===== config.mk =====
export PLATFORM = sky130hd
export DESIGN_NAME = hnm_norm
export DESIGN_NICKNAME = d
export VERILOG_FILES = /design/src/design/height_map_to_normal_map_assert.svh /design/src/design/hnm_pkg.sv /design/src/design/hnm_norm.sv
export SDC_FILE = /design/constraint.sdc
export NUM_CORES = 2
export LEC_CHECK = 0
export BUFFER_PORTS_ARGS = -buffer_cell sky130_fd_sc_hd__buf_2
export CORE_MARGIN = 4
export CORE_UTILIZATION = 40
export CTS_CLUSTER_DIAMETER = 60
export DETAILED_ROUTE_END_ITERATION = 12
export SYNTH_ARGS = -nofsm -noshare
export SYNTH_HDL_FRONTEND = slang
export SYNTH_SLANG_ARGS = --single-unit

===== constraint.sdc =====
create_clock -name clk_i -period 9.05 [get_ports clk_i]
set_clock_uncertainty 0.05 [all_clocks]
set_input_delay 0.4525 -clock clk_i [delete_from_list [all_inputs] [get_ports clk_i]]
set_output_delay 0.4525 -clock clk_i [all_outputs]
set_load 0.02 [all_outputs]

===== src/design/height_map_to_normal_map_assert.svh =====
// assertion macros shared by the height map to normal map block
`ifndef HEIGHT_MAP_TO_NORMAL_MAP_ASSERT_SVH
`define HEIGHT_MAP_TO_NORMAL_MAP_ASSERT_SVH

// property checked on every clock edge outside reset
`define HNM_ASSERT(lbl, prop, msg) \
  lbl: assert property (@(posedge clk_i) disable iff (!rst_ni) prop) else $error(msg);

// condition that must hold in the cycle after a trigger
`define HNM_ASSERT_NEXT(lbl, pre, post, msg) \
  lbl: assert property (@(posedge clk_i) disable iff (!rst_ni) (pre) |=> (post)) else $error(msg);

`endif


===== src/design/hnm_pkg.sv =====
// types and constants of the height map to normal map block
package hnm_pkg;

  localparam int MaxSideDef     = 1024;
  localparam int NormalFracBits = 14;

  localparam int HeightW  = 8;
  localparam int SideW    = 11;
  localparam int ScaleW   = 16;
  localparam int CfgIdxW  = 2;
  localparam int CfgDataW = 16;
  localparam int CoordW   = 10;
  localparam int NrmW     = 16;
  localparam int NrmZW    = 15;
  localparam int DiffW    = HeightW + 1;
  localparam int GradMagW = 24;

  localparam logic [SideW-1:0]  SideRst  = 11'd1024;
  localparam logic [ScaleW-1:0] ScaleRst = 16'd4096;

  typedef enum logic [CfgIdxW-1:0] {
    CFG_IMAGE_SIDE   = 2'd0,
    CFG_CENTER_SCALE = 2'd1,
    CFG_EDGE_SCALE   = 2'd2
  } cfg_idx_e;

  // one gradient job handed from the sequencer to the normal unit
  typedef struct packed {
    logic signed [DiffW-1:0] dx;
    logic                    edge_x;
    logic signed [DiffW-1:0] dy;
    logic                    edge_y;
    logic [CoordW-1:0]       row;
    logic [CoordW-1:0]       col;
    logic                    last;
  } nrm_job_t;

  typedef enum logic [2:0] {
    CT_IDLE,
    CT_RD1,
    CT_RD2,
    CT_JOB1,
    CT_JOB2,
    CT_JOB3,
    CT_UPD
  } ctl_state_e;

  typedef enum logic [2:0] {
    NU_IDLE,
    NU_MUL,
    NU_SQ,
    NU_SUM,
    NU_ROOT,
    NU_DINIT,
    NU_DIV,
    NU_OUT
  } nrm_state_e;

endpackage


===== src/design/hnm_norm.sv =====
// normal unit: scaled gradients, iterative square root and three divide lanes
module hnm_norm (
  input  logic                             clk_i,
  input  logic                             rst_ni,
  input  logic                             job_valid_i,
  output logic                             job_ready_o,
  input  hnm_pkg::nrm_job_t                job_i,
  input  logic [hnm_pkg::ScaleW-1:0]       center_scale_i,
  input  logic [hnm_pkg::ScaleW-1:0]       edge_scale_i,
  output logic                             out_valid_o,
  input  logic                             out_ready_i,
  output logic signed [hnm_pkg::NrmW-1:0]  normal_x_o,
  output logic signed [hnm_pkg::NrmW-1:0]  normal_y_o,
  output logic [hnm_pkg::NrmZW-1:0]        normal_z_o,
  output logic [hnm_pkg::CoordW-1:0]       pixel_row_o,
  output logic [hnm_pkg::CoordW-1:0]       pixel_col_o,
  output logic                             last_of_image_o
);
  import hnm_pkg::*;

  localparam int ProdW  = DiffW + ScaleW + 1;
  localparam int SqW    = 2 * GradMagW;
  localparam int VW     = 2 * GradMagW + 9;
  localparam int TopBit = ((VW - 1) / 2) * 2;
  localparam int RW     = (VW + 1) / 2;
  localparam int DW     = RW + 1;
  localparam int ShiftN = NormalFracBits + 5;
  localparam int NumW   = GradMagW + ShiftN + 1;
  localparam int QW     = NormalFracBits + 1;
  localparam int CntW   = $clog2(QW);
  localparam logic [GradMagW-1:0] OneMag = GradMagW'(4096);

  nrm_state_e state_q, state_d;
  nrm_job_t   job_q;

  logic signed [ProdW-1:0] gx_q, gy_q;
  logic [ProdW-1:0]        ax, ay;
  logic [GradMagW-1:0]     mx_q, my_q;
  logic                    negx_q, negy_q;
  logic [SqW-1:0]          sqx_q, sqy_q;
  logic [VW-1:0]           rem_q, res_q, bit_q, trial;
  logic [DW-1:0]           dvs_q;
  logic [DW-1:0]           drem_q [3];
  logic [QW-1:0]           dnum_q [3];
  logic [QW-1:0]           quo_q  [3];
  logic [GradMagW-1:0]     lane_mag [3];
  logic [CntW-1:0]         dcnt_q;

  assign ax          = gx_q[ProdW-1] ? -gx_q : gx_q;
  assign ay          = gy_q[ProdW-1] ? -gy_q : gy_q;
  assign trial       = res_q + bit_q;
  assign lane_mag[0] = mx_q;
  assign lane_mag[1] = my_q;
  assign lane_mag[2] = OneMag;

  // state register
  always_ff @(posedge clk_i or negedge rst_ni) begin
    if (!rst_ni) begin
      state_q <= NU_IDLE;
    end else begin
      state_q <= state_d;
    end
  end

  // next state and handshakes
  always_comb begin
    state_d     = state_q;
    job_ready_o = 1'b0;
    out_valid_o = 1'b0;
    case (state_q)
      NU_IDLE: begin
        job_ready_o = 1'b1;
        if (job_valid_i) begin
          state_d = NU_MUL;
        end
      end
      NU_MUL:   state_d = NU_SQ;
      NU_SQ:    state_d = NU_SUM;
      NU_SUM:   state_d = NU_ROOT;
      NU_ROOT: begin
        if (bit_q[0]) begin
          state_d = NU_DINIT;
        end
      end
      NU_DINIT: state_d = NU_DIV;
      NU_DIV: begin
        if (dcnt_q == '0) begin
          state_d = NU_OUT;
        end
      end
      NU_OUT: begin
        out_valid_o = 1'b1;
        if (out_ready_i) begin
          state_d = NU_IDLE;
        end
      end
      default: state_d = NU_IDLE;
    endcase
  end

  // datapath
  always_ff @(posedge clk_i) begin
    case (state_q)
      NU_IDLE: begin
        if (job_valid_i) begin
          job_q <= job_i;
        end
      end
      // scaled gradients
      NU_MUL: begin
        gx_q <= job_q.dx *
                $signed({1'b0, job_q.edge_x ? edge_scale_i : center_scale_i});
        gy_q <= job_q.dy *
                $signed({1'b0, job_q.edge_y ? edge_scale_i : center_scale_i});
      end
      // magnitudes and squares
      NU_SQ: begin
        mx_q   <= ax[GradMagW-1:0];
        my_q   <= ay[GradMagW-1:0];
        negx_q <= gx_q[ProdW-1];
        negy_q <= gy_q[ProdW-1];
        sqx_q  <= ax[GradMagW-1:0] * ax[GradMagW-1:0];
        sqy_q  <= ay[GradMagW-1:0] * ay[GradMagW-1:0];
      end
      // squared length plus one, scaled for the root
      NU_SUM: begin
        rem_q <= (VW'(sqx_q) + VW'(sqy_q) + (VW'(1) << 24)) << 8;
        res_q <= '0;
        bit_q <= VW'(1) << TopBit;
      end
      // one result bit per step of the integer square root
      NU_ROOT: begin
        if (rem_q >= trial) begin
          rem_q <= rem_q - trial;
          res_q <= (res_q >> 1) + bit_q;
        end else begin
          res_q <= res_q >> 1;
        end
        bit_q <= bit_q >> 2;
      end
      // rounded quotients: (mag * 2^(f+5) + r) / 2r
      NU_DINIT: begin
        dvs_q  <= {res_q[RW-1:0], 1'b0};
        dcnt_q <= CntW'(QW - 1);
        for (int i = 0; i < 3; i++) begin
          drem_q[i] <= DW'(((NumW'(lane_mag[i]) << ShiftN) + NumW'(res_q[RW-1:0])) >> QW);
          dnum_q[i] <= QW'((NumW'(lane_mag[i]) << ShiftN) + NumW'(res_q[RW-1:0]));
        end
      end
      // restoring division, one quotient bit per lane per cycle
      NU_DIV: begin
        dcnt_q <= dcnt_q - CntW'(1);
        for (int i = 0; i < 3; i++) begin
          if ({drem_q[i], dnum_q[i][QW-1]} >= {1'b0, dvs_q}) begin
            drem_q[i] <= DW'({drem_q[i], dnum_q[i][QW-1]} - {1'b0, dvs_q});
            quo_q[i]  <= {quo_q[i][QW-2:0], 1'b1};
          end else begin
            drem_q[i] <= {drem_q[i][DW-2:0], dnum_q[i][QW-1]};
            quo_q[i]  <= {quo_q[i][QW-2:0], 1'b0};
          end
          dnum_q[i] <= dnum_q[i] << 1;
        end
      end
      default: begin
      end
    endcase
  end

  // result register contents with signs restored
  assign normal_x_o      = negx_q ? -$signed(NrmW'(quo_q[0])) : $signed(NrmW'(quo_q[0]));
  assign normal_y_o      = negy_q ? -$signed(NrmW'(quo_q[1])) : $signed(NrmW'(quo_q[1]));
  assign normal_z_o      = NrmZW'(quo_q[2]);
  assign pixel_row_o     = job_q.row;
  assign pixel_col_o     = job_q.col;
  assign last_of_image_o = job_q.last;
endmodule


== Word level (Yosys, flattened, before mapping) ==
Memories as Yosys holds them, arrays and structs flattened.
Cells that the tools add are included.

* Add/subtract/negate cells: 16
* Multipliers: 4
* $lt $le $gt $ge: 4
* Equality and inequality tests: 12
* Muxes and demuxes: 53
* Bitwise operators: 12
* Reductions and logical operators: 7

{| class="wikitable"
|+ Operator list
! cell !! number
|-
| 57-bit one-hot mux with 2 select lines || 3
|-
| 30-bit two-way mux || 6
|-
| 57-bit two-way mux || 2
|-
| 24-bit by 24-bit multiplier with 48-bit output || 2
|-
| 31-bit by 30-bit greater-or-equal comparator with 1-bit output || 3
|-
| 15-bit two-way mux || 6
|-
| 30-bit subtractor || 3
|-
| 43-bit by 29-bit adder with 44-bit output || 2
|-
| 16-bit two-way mux || 4
|-
| 56-bit by 57-bit adder with 57-bit output || 1
|-
| 57-bit adder || 1
|-
| 57-bit greater-or-equal comparator || 1
|-
| 57-bit subtractor || 1
|-
| 9-bit by 17-bit multiplier with 26-bit output || 2
|-
| 48-bit by 48-bit adder with 49-bit output || 1
|-
| 49-bit by 25-bit adder with 49-bit output (second input constant) || 1
|-
| 24-bit two-way mux || 2
|-
| 24-bit negator || 2
|-
| 32-bit by 29-bit adder with 33-bit output (first input constant) || 1
|-
| 15-bit negator with 16-bit output || 2
|-
| 1-bit two-way mux || 24
|-
| 3-bit one-hot mux with 8 select lines || 1
|-
| 3-bit == test (second input constant) || 4
|-
| 3-bit two-way mux || 4
|-
| other kinds (11) || 29
|}

* Flip-flop bits (word level): 446
* Bits in writable memories: 180
* Bits of input ports: 77
* Output and inout bits: 70
* Word-level logic and storage cells: 132
* Memories: 3

{| class="wikitable"
|+ Memory list
! memory !! depth !! width !! read ports !! clocked after memory_dff !! wr ports !! line !! RTL
|-
| drem_q || 3 || 30 || 3 || 0 || 3 || hnm_norm.sv:43 || <nowiki>logic [DW-1:0] drem_q [3];</nowiki>
|-
| dnum_q || 3 || 15 || 3 || 0 || 3 || hnm_norm.sv:44 || <nowiki>logic [QW-1:0] dnum_q [3];</nowiki>
|-
| quo_q || 3 || 15 || 3 || 0 || 3 || hnm_norm.sv:45 || <nowiki>logic [QW-1:0] quo_q [3];</nowiki>
|}

== Logic depth before layout (Yosys ltp) ==
An unclocked memory read counts as a cell.

* Word-level depth: 7
* Gate-level depth with buffers: 36

== Worst setup path before layout ==
No wires, ideal clock.

* Kind: register -> register
* Start point: register res_q[2]
* End point: register rem_q[0] (enable)
* Setup time: 0.551 ns
* Data arrival time: 8.839 ns
* Slack: -0.389 ns
* Cell stages (with the launch flop): 24
* Period minus slack after synthesis: 9.439 ns
* Path through: edfxtp_1 ha_1 a31oi_1 a211oi_1 a211o_1 a41o_1 o311ai_1 and2_1 o21ai_0 a31oi_1 o21ai_0 xnor2_1 ha_1 clkbuf_1 nand4_1 inv_1 nand2_1 nor3_1 nand4_1 o31ai_1 nor3_2 buf_4 buf_2 o21ai_0

* Longest elaborated chain between the ends: 4

{| class="wikitable"
|+ RTL lines
! element !! line !! RTL
|-
| from (decl) || hnm_norm.sv:41 || <nowiki>logic [VW-1:0] rem_q, res_q, bit_q, trial;</nowiki>
|-
| from (signal assigned) || hnm_norm.sv:135 || <nowiki>res_q <= (res_q >> 1) + bit_q;</nowiki>
|-
| from (signal assigned) || hnm_norm.sv:137 || <nowiki>res_q <= res_q >> 1;</nowiki>
|-
| 57-bit adder || hnm_norm.sv:51 || <nowiki>assign trial = res_q + bit_q;</nowiki>
|-
| 57-bit greater-or-equal comparator || hnm_norm.sv:133 || <nowiki>if (rem_q >= trial) begin</nowiki>
|-
| 2-bit != test (no line) || -- ||
|-
| 2-bit AND reduction (no line) || -- ||
|-
| to (signal assigned) || hnm_norm.sv:127 || <nowiki>rem_q <= (VW'(sqx_q) + VW'(sqy_q) + (VW'(1) << 24)) << 8;</nowiki>
|-
| to (signal assigned) || hnm_norm.sv:134 || <nowiki>rem_q <= rem_q - trial;</nowiki>
|-
| to (decl) || hnm_norm.sv:41 ||
|}

No other way between the ends.
A chain may end at the register's enable or synchronous reset.

== Worst setup path in the final report ==
* Start point: register gx_q[10]
* End point: register sqx_q[44] (data pin)

* Longest elaborated chain between the ends: 3

{| class="wikitable"
|+ RTL lines
! element !! line !! RTL
|-
| from (decl) || hnm_norm.sv:36 || <nowiki>logic signed [ProdW-1:0] gx_q, gy_q;</nowiki>
|-
| from (signal assigned) || hnm_norm.sv:111 || <nowiki>gx_q <= job_q.dx *</nowiki>
|-
| 24-bit negator || hnm_norm.sv:49 || <nowiki>assign ax = gx_q[ProdW-1] ? -gx_q : gx_q;</nowiki>
|-
| 24-bit two-way mux * || hnm_norm.sv:49 ||
|-
| 24-bit by 24-bit multiplier with 48-bit output * || hnm_norm.sv:122 || <nowiki>sqx_q <= ax[GradMagW-1:0] * ax[GradMagW-1:0];</nowiki>
|-
| to (signal assigned) || hnm_norm.sv:122 ||
|-
| to (decl) || hnm_norm.sv:40 || <nowiki>logic [SqW-1:0] sqx_q, sqy_q;</nowiki>
|}

Every way passes the cells marked *; elsewhere a longest branch is shown, timed or not.

==> results.json <==
{
  "status": "finished with violations",
  "violations": "negative setup slack",
  "crit_path_start_kind": "register",
  "async_flop_share_pct": 0.535,
  "cts_buffers": 86,
  "synthDominantCellAreaShare_pct": 26.8,
  "crit_top_cell": "fa_1",
  "syn_nets": 10200,
  "synth_ff_type": "edfxtp_1",
  "ys_seq_area_share_pct": 21.4,
  "ff2ff_path_depth": 31,
  "final_nets": 10600,
  "drc": 0,
  "syn_avg_cell_area_um2": 9.49,
  "relSlewSlack_pct": 34.8,
  "yosysWarnings": 0,
  "hold_start": "job_i[4]",
  "cts_tree": "yes",
  "dieArea_mm2": 0.203,
  "crit_family": "adder cells",
  "slew_violations": 0,
  "clk_latency_ps": 730,
  "syn-cell-area_mm2": 0.0785,
  "avgRoutedWirePerCell_um": 19.6,
  "drt-total-wl_um": 224000,
  "fp.dieW_um": 451,
  "timing.final.hold_violations": 0,
  "portBuffers": 146,
  "drt_first_pass_iters": 6,
  "yosys_register_bits": 561,
  "syn2layout_area_growth_pct": 13.8,
  "finalSetupViolations": 8,
  "crit_arrival_ps": 9670,
  "timing.final.crit_share_pct": 102,
  "yosys-top-cells-area": "fa_1 (27%), edfxtp_1 (21%), ha_1 (13%), inv_1 (7.2%), nand2_1 (3.9%)",
  "final_area_mm2": 0.0894,
  "drtAntennaViolNets": 0,
  "cp-end-kind": "register",
  "ys_types": 100,
  "netlist_instances": 8271,
  "r2r-start": "gx_q[10]",
  "core_area_mm2": 0.195,
  "worst_slack_ps": -199,
  "required_ps": 9470,
  "root_buffer": "clkbuf_16",
  "cts.sinks": 561,
  "hold_depth": 1,
  "drtIter0Drc": 3697,
  "cts_buffer_depth": 3,
  "cp_max_fo": 5,
  "place_congestion": 0.920,
  "tightest_slew_ps": 978,
  "worst-path-stages": 31,
  "dpl_cell_area_mm2": 0.0848,
  "start_util_pct": 40.3,
  "cp_slowest_stage_delay_ps": 580,
  "crit_start": "gx_q[10]",
  "rows": 162,
  "critPathSlowestCell": "fa_1",
  "vias": 59900,
  "clkTransAtPathRegs_ps": 60,
  "htreeDepth": 3,
  "min_period_ps": 9250,
  "maxCapViolations": 0,
  "grt_overflow": 0,
  "grt_pass1_vias": 62600,
  "hold_path_class": "in2reg",
  "grt_usage_pct": 22.0,
  "crit_buf_inv": 5,
  "fmax_mhz": 108,
  "detailedPlace.worstSlack_ps": -413,
  "io_pins": 147,
  "synth_edf_count": 557,
  "antenna_found_initial": 7,
  "crit_type": "reg2reg",
  "die_h_um": 451,
  "drive_above_1_share_pct": 11.5,
  "grt_max_degree": 143,
  "rsz0062_at_grt": "true",
  "dp_hpwl_um": 179000,
  "synth_area_leader_cell": "fa_1",
  "grt_pass1_wl_um": 354000,
  "vias_per_cell": 5.25
}
==> sequential cells by signal, indices dropped and copies added, names as in the netlist, 4 cells and up <==
register	cells
rem_q	57
dnum_q	15
res_q	57
pixel_col_o	10
gy_q	25
my_q	24
dvs_q	29
sqy_q	46
bit_q	29
gx_q	25
sqx_q	46
pixel_row_o	10
job_q	20
quo_q	45
mx_q	24
dcnt_q	4
drem_q	89
==> synth_stat cells, drive strengths merged (20+ instances only) <==
library cell and n:
or2 33, nor3 87, o211ai 32, xor2 185, nor4 20, nand2b 62
ha 800, a21boi 27, o21a 34, o21bai 79, nor2 580, nand3 99
xnor2 294, nor2b 75, nand2 823, clkbuf 205, buf 57, o21ai 259
a21o 190, or3 40, and2 119, fa 1050, and3 89, a21oi 396
edfxtp 557, or4 21, mux2 34, mux2i 51, o31ai 34, inv 1510
nand4 61, a211oi 41, a31oi 97
==> layout by cell type, fill, tap and decap left out, types with 37 or more instances in the layout <==
cell and count:
buf_4 399, ha_1 779, dlygate4sd3_1 41, a211oi_1 37, nand3_1 94, nand4_1 61, edfxtp_1 557, mux2i_1 51
xor2_1 180, nor2b_1 73, fa_1 1033, and3_1 89, a21o_1 190, buf_2 146, xnor2_1 278, and2_1 116
nand2_1 807, a21oi_1 383, a31oi_1 92, nor3_1 85, nor2_1 567, o21ai_0 238, nand2b_1 61, inv_1 1480
o21bai_1 79, or3_1 37, clkbuf_16 86
==> final timing paths <==
kind | endpoint | slack [ps]
min in group asynchronous | state_q[0] | 560
min reg2reg | quo_q[1][14] | 450
max | sqx_q[44] | -200
min | pixel_col_o[3] | 40
max reg2reg | sqx_q[44] | -200
max in group asynchronous | state_q[2] | 8220
==> layer usage <==
metal / GRT usage, % / wire [µm]
met1: 29.0 / 94900
met2: 37.3 / 107000
met3: 3.32 / 14000
met4: 6.97 / 7940
met5: 0 / 20
==> through the flow <==
step | utilization (%) | hold WS (ps) | TNS (ps) | instances
2_1_floorplan | - | 107 | -45.7 | 8271
3_3_place_gp | 43.5 | 202 | -682 | 11200
3_5_place_dp | 43.5 | 205 | -1940 | 11200
4_1_cts | 45.4 | 12.4 | -305 | 11400
5_1_grt | 45.8 | 39.0 | -4420 | 11400
6_report | 45.8 | 44.2 | -706 | 11400
==> final cells by class <==
type / count / area, µm²
flip-flops and latches: 561 / 16800
multi-input cells: 5930 / 55900
repair buffers: 618 / 4670
well taps: 2624 / 3280
clock inverters: 58 / 791
diodes: 2 / 5.00
inverters: 1518 / 5730
fillers: 18700 / 106000
clock buffers: 100 / 2200
==> cells by family (layout without fill, tap and decap cells) <==
logic type | count (synthesis) | after routing | synth area share, %
mux | 85 | 85 | 1.14
buf+inv | 1780 | 2294 | 8.67
fa+ha+maj | 1850 | 1850 | 39.5
compound gates | 1370 | 1370 | 11.3
simple gates | 2146 | 2146 | 12.5
other cells | 0 | 2 | 0
flops | 561 | 561 | 21.4
xor+xnor | 479 | 479 | 5.41
==> timing repair <==
action | CTS | global route
gates resized for setup | 42 | 146
hold endpoints to repair | 42 | 0
setup endpoints to repair | 18 | 33
hold buffers | 41 | 0
buffers inserted | 6 | 25
pin swaps | 16 | 93
Power is left out: the tool's default activity adds up to more than one toggle a clock period on the data nets, which glitch-free logic cannot reach.
